File: src/hw/rtl/assert_macros.svh
// ----------------------------------------------------------------------------
// Assertion macros
// Concurrent assertion helpers shared by the RTL. Define NO_ASSERTIONS to
// compile them away.
// ----------------------------------------------------------------------------
`ifndef ASSERT_MACROS_SVH
`define ASSERT_MACROS_SVH
`ifndef NO_ASSERTIONS
// Property must hold at every clock edge outside reset.
`define ASSERT_CLK(label, clk, rst, prop, msg) \
   label: assert property (@(posedge clk) disable iff (rst) prop) else $error(msg);
// Expression must never be true outside reset.
`define ASSERT_NEVER(label, clk, rst, expr, msg) \
   label: assert property (@(posedge clk) disable iff (rst) !(expr)) else $error(msg);
`else
`define ASSERT_CLK(label, clk, rst, prop, msg)
`define ASSERT_NEVER(label, clk, rst, expr, msg)
`endif
`endif

File: src/hw/rtl/pal_pkg.sv
// ----------------------------------------------------------------------------
// pal_pkg
// Sizes, codes and shared types of the positional array list.
// ----------------------------------------------------------------------------
package pal_pkg;

   localparam int DEPTH      = 1024;
   localparam int WORD_WIDTH = 32;

   // Fixed widths of the item fields.
   localparam int CMD_W    = 3;
   localparam int VALUE_W  = 32;
   localparam int POS_W    = 11;
   localparam int STATUS_W = 3;

   localparam int CNT_W  = $clog2(DEPTH + 1);
   localparam int ADDR_W = $clog2(DEPTH);
   localparam int WIDE_W = ((CNT_W > POS_W) ? CNT_W : POS_W) + 1;

   localparam int REQ_DATA_W = ((VALUE_W + POS_W + 7) / 8) * 8;
   localparam int RSP_DATA_W = ((STATUS_W + 2 * POS_W + 7) / 8) * 8;

   typedef enum logic [CMD_W-1:0] {
      CMD_PUSH_BACK  = 3'd0,
      CMD_PUSH_FRONT = 3'd1,
      CMD_POP_BACK   = 3'd2,
      CMD_POP_FRONT  = 3'd3,
      CMD_INSERT     = 3'd4,
      CMD_MODIFY     = 3'd5,
      CMD_FIND       = 3'd6,
      CMD_CLEAR      = 3'd7
   } cmd_type;

   typedef enum logic [STATUS_W-1:0] {
      ST_OK        = 3'd0,
      ST_FULL      = 3'd1,
      ST_EMPTY     = 3'd2,
      ST_BAD_POS   = 3'd3,
      ST_NOT_FOUND = 3'd4,
      ST_SATURATED = 3'd5
   } status_type;

   typedef enum logic [2:0] {
      S_IDLE,
      S_DECODE,
      S_SHIFT_UP,
      S_SHIFT_DOWN,
      S_SEARCH,
      S_FINISH
   } state_type;

   // Commands from the controller to the datapath.
   typedef struct packed {
      logic accept;
      logic decode;
      logic setup_up;
      logic setup_down;
      logic setup_find;
      logic step_up;
      logic step_down;
      logic step_find;
      logic write_word;
      logic write_modify;
      logic load_rsp;
   } ctrl_type;

   // Status from the datapath to the controller.
   typedef struct packed {
      cmd_type cmd;
      logic    full;
      logic    empty;
      logic    ins_ok;
      logic    mod_ok;
      logic    busy;
      logic    hit;
      logic    rsp_free;
   } stat_type;

endpackage

File: src/hw/rtl/pal_ctrl.sv
// ----------------------------------------------------------------------------
// pal_ctrl
// Command sequencer: accepts an item, routes it to a walk where it needs one, hands off a result.
// ----------------------------------------------------------------------------
`include "assert_macros.svh"

module pal_ctrl (
   input  logic              clock,
   input  logic              reset,
   input  logic              req_tvalid,
   output logic              req_tready,
   input  pal_pkg::stat_type stat,
   output pal_pkg::ctrl_type ctl
);

   pal_pkg::state_type state_ff, state_in;

   always_comb begin
      state_in = state_ff;
      case (state_ff)
         pal_pkg::S_IDLE: begin
            if (req_tvalid) begin
               state_in = pal_pkg::S_DECODE;
            end
         end
         pal_pkg::S_DECODE: begin
            case (stat.cmd)
               pal_pkg::CMD_PUSH_BACK, pal_pkg::CMD_PUSH_FRONT: begin
                  state_in = stat.full ? pal_pkg::S_FINISH : pal_pkg::S_SHIFT_UP;
               end
               pal_pkg::CMD_INSERT: begin
                  state_in = (stat.full || !stat.ins_ok) ? pal_pkg::S_FINISH
                                                         : pal_pkg::S_SHIFT_UP;
               end
               pal_pkg::CMD_POP_FRONT: begin
                  state_in = stat.empty ? pal_pkg::S_FINISH : pal_pkg::S_SHIFT_DOWN;
               end
               pal_pkg::CMD_FIND: begin
                  state_in = pal_pkg::S_SEARCH;
               end
               default: begin
                  state_in = pal_pkg::S_FINISH;
               end
            endcase
         end
         pal_pkg::S_SHIFT_UP: begin
            if (!stat.busy) begin
               state_in = pal_pkg::S_FINISH;
            end
         end
         pal_pkg::S_SHIFT_DOWN: begin
            if (!stat.busy) begin
               state_in = pal_pkg::S_FINISH;
            end
         end
         pal_pkg::S_SEARCH: begin
            if (stat.hit || !stat.busy) begin
               state_in = pal_pkg::S_FINISH;
            end
         end
         pal_pkg::S_FINISH: begin
            if (stat.rsp_free) begin
               state_in = pal_pkg::S_IDLE;
            end
         end
         default: begin
            state_in = pal_pkg::S_IDLE;
         end
      endcase
   end

   always_comb begin
      ctl        = '0;
      req_tready = 1'b0;
      case (state_ff)
         pal_pkg::S_IDLE: begin
            req_tready = 1'b1;
            ctl.accept = req_tvalid;
         end
         pal_pkg::S_DECODE: begin
            ctl.decode = 1'b1;
            case (stat.cmd)
               pal_pkg::CMD_PUSH_BACK, pal_pkg::CMD_PUSH_FRONT: begin
                  ctl.setup_up = !stat.full;
               end
               pal_pkg::CMD_INSERT: begin
                  ctl.setup_up = !stat.full && stat.ins_ok;
               end
               pal_pkg::CMD_POP_FRONT: begin
                  ctl.setup_down = !stat.empty;
               end
               pal_pkg::CMD_MODIFY: begin
                  ctl.write_modify = stat.mod_ok;
               end
               pal_pkg::CMD_FIND: begin
                  ctl.setup_find = 1'b1;
               end
               default: begin
                  ctl.decode = 1'b1;
               end
            endcase
         end
         pal_pkg::S_SHIFT_UP: begin
            // Once the shift has drained, the new word goes into its slot.
            ctl.step_up    = stat.busy;
            ctl.write_word = !stat.busy;
         end
         pal_pkg::S_SHIFT_DOWN: begin
            ctl.step_down = stat.busy;
         end
         pal_pkg::S_SEARCH: begin
            ctl.step_find = 1'b1;
         end
         pal_pkg::S_FINISH: begin
            ctl.load_rsp = stat.rsp_free;
         end
         default: begin
            ctl = '0;
         end
      endcase
   end

   always_ff @(posedge clock) begin
      if (reset) begin
         state_ff <= pal_pkg::S_IDLE;
      end else begin
         state_ff <= state_in;
      end
   end

   `ASSERT_CLK(a_accept_decodes, clock, reset, ctl.accept |=> (state_ff == pal_pkg::S_DECODE), "accepted item not decoded")
   `ASSERT_CLK(a_one_write, clock, reset, $onehot0({ctl.step_up, ctl.step_down, ctl.write_word, ctl.write_modify}), "two RAM writers at once")

endmodule

File: config.mk
export PLATFORM = sky130hd
export DESIGN_NAME = pal_ctrl
export DESIGN_NICKNAME = d
export VERILOG_FILES = /design/src/hw/rtl/pal_pkg.sv /design/src/hw/rtl/pal_ctrl.sv
export VERILOG_INCLUDE_DIRS = /design/src /design/src/hw/rtl
export SDC_FILE = /design/constraint.sdc
export NUM_CORES = 1
export LEC_CHECK = 0
export BUFFER_PORTS_ARGS = -buffer_cell sky130_fd_sc_hd__buf_2
export CORE_AREA = 2 2 39 41
export CTS_CLUSTER_DIAMETER = 200
export CTS_CLUSTER_SIZE = 25
export DETAILED_ROUTE_END_ITERATION = 8
export DIE_AREA = 0 0 41 43
export HOLD_SLACK_MARGIN = 0.1
export PLACE_DENSITY = 0.56
export SLEW_MARGIN = 15
export SYNTH_ARGS = -nofsm -noshare
export SYNTH_HDL_FRONTEND = slang
export SYNTH_SLANG_ARGS = --single-unit
File: constraint.sdc
create_clock -name clock -period 1.2 [get_ports clock]
set_clock_uncertainty 0.2 [all_clocks]
set_input_delay 0 -clock clock [delete_from_list [all_inputs] [get_ports clock]]
set_output_delay 0 -clock clock [all_outputs]
set_load 0.05 [all_outputs]
==> reports/results.tsv <==
metric	value	unit
status	finished, violations left	
violations	setup timing	
vias	535	
port_buffers	24	
die_w	41	um
finalCriticalPeriod	1530	ps
vdd_drop_max	0.997	mV
fmax	652	MHz
grt_pass1_vias	523	
postSynthAreaPerCell	7.13	um^2
mostFrequentLayoutCell	buf_6	
fin_crit_sh	128	%
dpl.hpwl	886	um
reg_top3	state_ff: 3 flops	
setup_ws	-333	ps
viasPerCell	4.86	
synth-seq-cells	3	
ys_warn_count	0	
die_h	43	um
io_pins	25	
hold_ws	68.2	ps
setup_viol	15	
n_antenna_cell	0	
grt_antenna_before_repair	0	
final-max-slew-violation-count	0	
top_register	state_ff	
largest_reg_flops	3	
hold_viol_final	0	
grt_usage	18.0	%
synth_cell_types	24	
rows	14	
wl_per_cell	13.1	um
post-route-drc-count	0	
crit_path_start_kind	flip-flop	
arrival	1330	ps
finalPower	1.60	mW
cts-root-buf	clkbuf_4	
overflow	0	
cts_buffers	3	
end_kind	output pin	
setup_tns	-3050	ps
slew_headroom	82.9	%
fin_nets	108	
criticalPathCategory	flip-flop to output pin	
initial_core_util	25.8	%
dr.pass1.iters	3	
syn_to_final_growth	157	%
routed_wl	1.44	mm
core	0.00138	mm^2
htreeDepth	1	
clockBufferDepth	2	
gp_congestion	0.629	
seq_area_frac_synth	16.8	%
grt_start_max_net_pins	8	
syn_nets	63	
insertion_delay	230	ps
die_area	0.00176	mm^2
numClockSinks	3	
worstPathRequired	1000	ps
path_clk_slew	40	ps
power_density	1750	mW/mm^2
synth_area	357	um^2
dp_slack	-224	ps
worstMarginPinSlew	254	ps
mostFrequentLayoutCells	buf_6, buf_2, buf_4, dlygate4sd3_1, buf_8	
drtAntennaViolNets	0	
tritoncts	done	
leakage	0.401	nW
fin_util	66.2	%
grt_pass1_wl	2.17	mm
syn_inst	50	
rsz0062_at_grt	true	
drive_gt1_share	72.3	%
path_max_fanout	3	
drt_iter0_drc	4	
cap_violations	0	
hp-class	input pin to flip-flop	
==> worst max-delay path: stages (launching register included) <==
cell        delay, ps
dfxtp_4           340
nor2b_4           160
nand2b_4           70
clkinvlp_4         90
nand2_4            70
nor3b_4           190
buf_6             180
==> power breakdown <==
part	switching, mW	leakage (nW)	internal (mW)	total [mW]
Clock	0.0536	0.0150	0.125	0.178
Combinational	0.647	0.359	0.590	1.24
Sequential	0.0429	0.0267	0.145	0.188
==> layer usage <==
metal / share of wire [%] / track usage [%] / vias up
met3: 4.4 / 0.524 / 0
met1: 34 / 18.0 / 248
met2: 61 / 34.4 / 20
met4: 0 / 8.00 / 0
li1: - / - / 267
met5: 0 / 0 / -
==> through the flow <==
step	std cells	instance area [um^2]
final	110	916
after floorplan	50	443
after CTS	108	840
after detailed placement	95	616
after global placement	95	616
after global routing	110	916
==> cells in the mapped netlist <==
| master | count | area (um^2) |
|---|---|---|
| nand2b_1 | 3 | 18.8 |
| nand2_1 | 4 | 15.0 |
| dfxtp_1 | 3 | 60.1 |
| inv_1 | 2 | 7.51 |
| buf_6 | 2 | 22.5 |
| a211o_1 | 1 | 8.76 |
| buf_2 | 1 | 5.00 |
| a21oi_1 | 3 | 15.0 |
| and2_1 | 1 | 6.26 |
| nor2_1 | 6 | 22.5 |
| and4b_2 | 1 | 11.3 |
| nor3b_1 | 4 | 30.0 |
| nand2b_2 | 1 | 8.76 |
| a311o_1 | 1 | 10.0 |
| nor3_1 | 5 | 25.0 |
| nor2b_4 | 1 | 13.8 |
| mux2i_1 | 1 | 10.0 |
| o21a_1 | 1 | 7.51 |
| o22ai_1 | 2 | 12.5 |
| or2b_1 | 1 | 7.51 |
| and3_1 | 1 | 6.26 |
| o21ai_0 | 3 | 15.0 |
| a32o_1 | 1 | 10.0 |
| nand3b_1 | 1 | 7.51 |
==> kinds of logic after synthesis <==
logic type,after synthesis,synth area share (%)
and+or+nand+nor,29,48.4
AOI/OAI and AO/OA,12,22.1
buffers and inverters,5,9.82
DFF,3,16.8
muxes,1,2.81
==> area by class of cell <==
| type | count | area [um^2] |
|---|---|---|
| Timing Repair Buffer | 43 | 385 |
| Inverter | 2 | 11.3 |
| Sequential cell | 3 | 71.3 |
| Tap cell | 16 | 20.0 |
| Multi-Input combinational cell | 42 | 402 |
| Clock buffer | 4 | 26.3 |
| Fill cell | 109 | 468 |
==> timing repair <==
item | CTS | global route
hold endpoints to repair | 3 | 0
hold buffers | 4 | 0
gates resized for setup | 37 | 19
gates cloned | 0 | 0
setup endpoints to repair | 15 | 15
pin swaps | 5 | 6
setup buffers | 5 | 3
==> final timing paths <==
path / cells past startpoint / slack (ps) / to / start
max: 6 / -330 / ctl[6] / state_ff[0]$_SDFFE_PP0P_
min: 4 / 70 / state_ff[2]$_SDFFE_PP0P_ / stat[5]
max reg2reg: 5 / -180 / state_ff[0]$_SDFFE_PP0P_ / state_ff[0]$_SDFFE_PP0P_
min reg2reg: 2 / 420 / state_ff[0]$_SDFFE_PP0P_ / state_ff[2]$_SDFFE_PP0P_
Note: power is estimated with default switching activity, not from simulation.
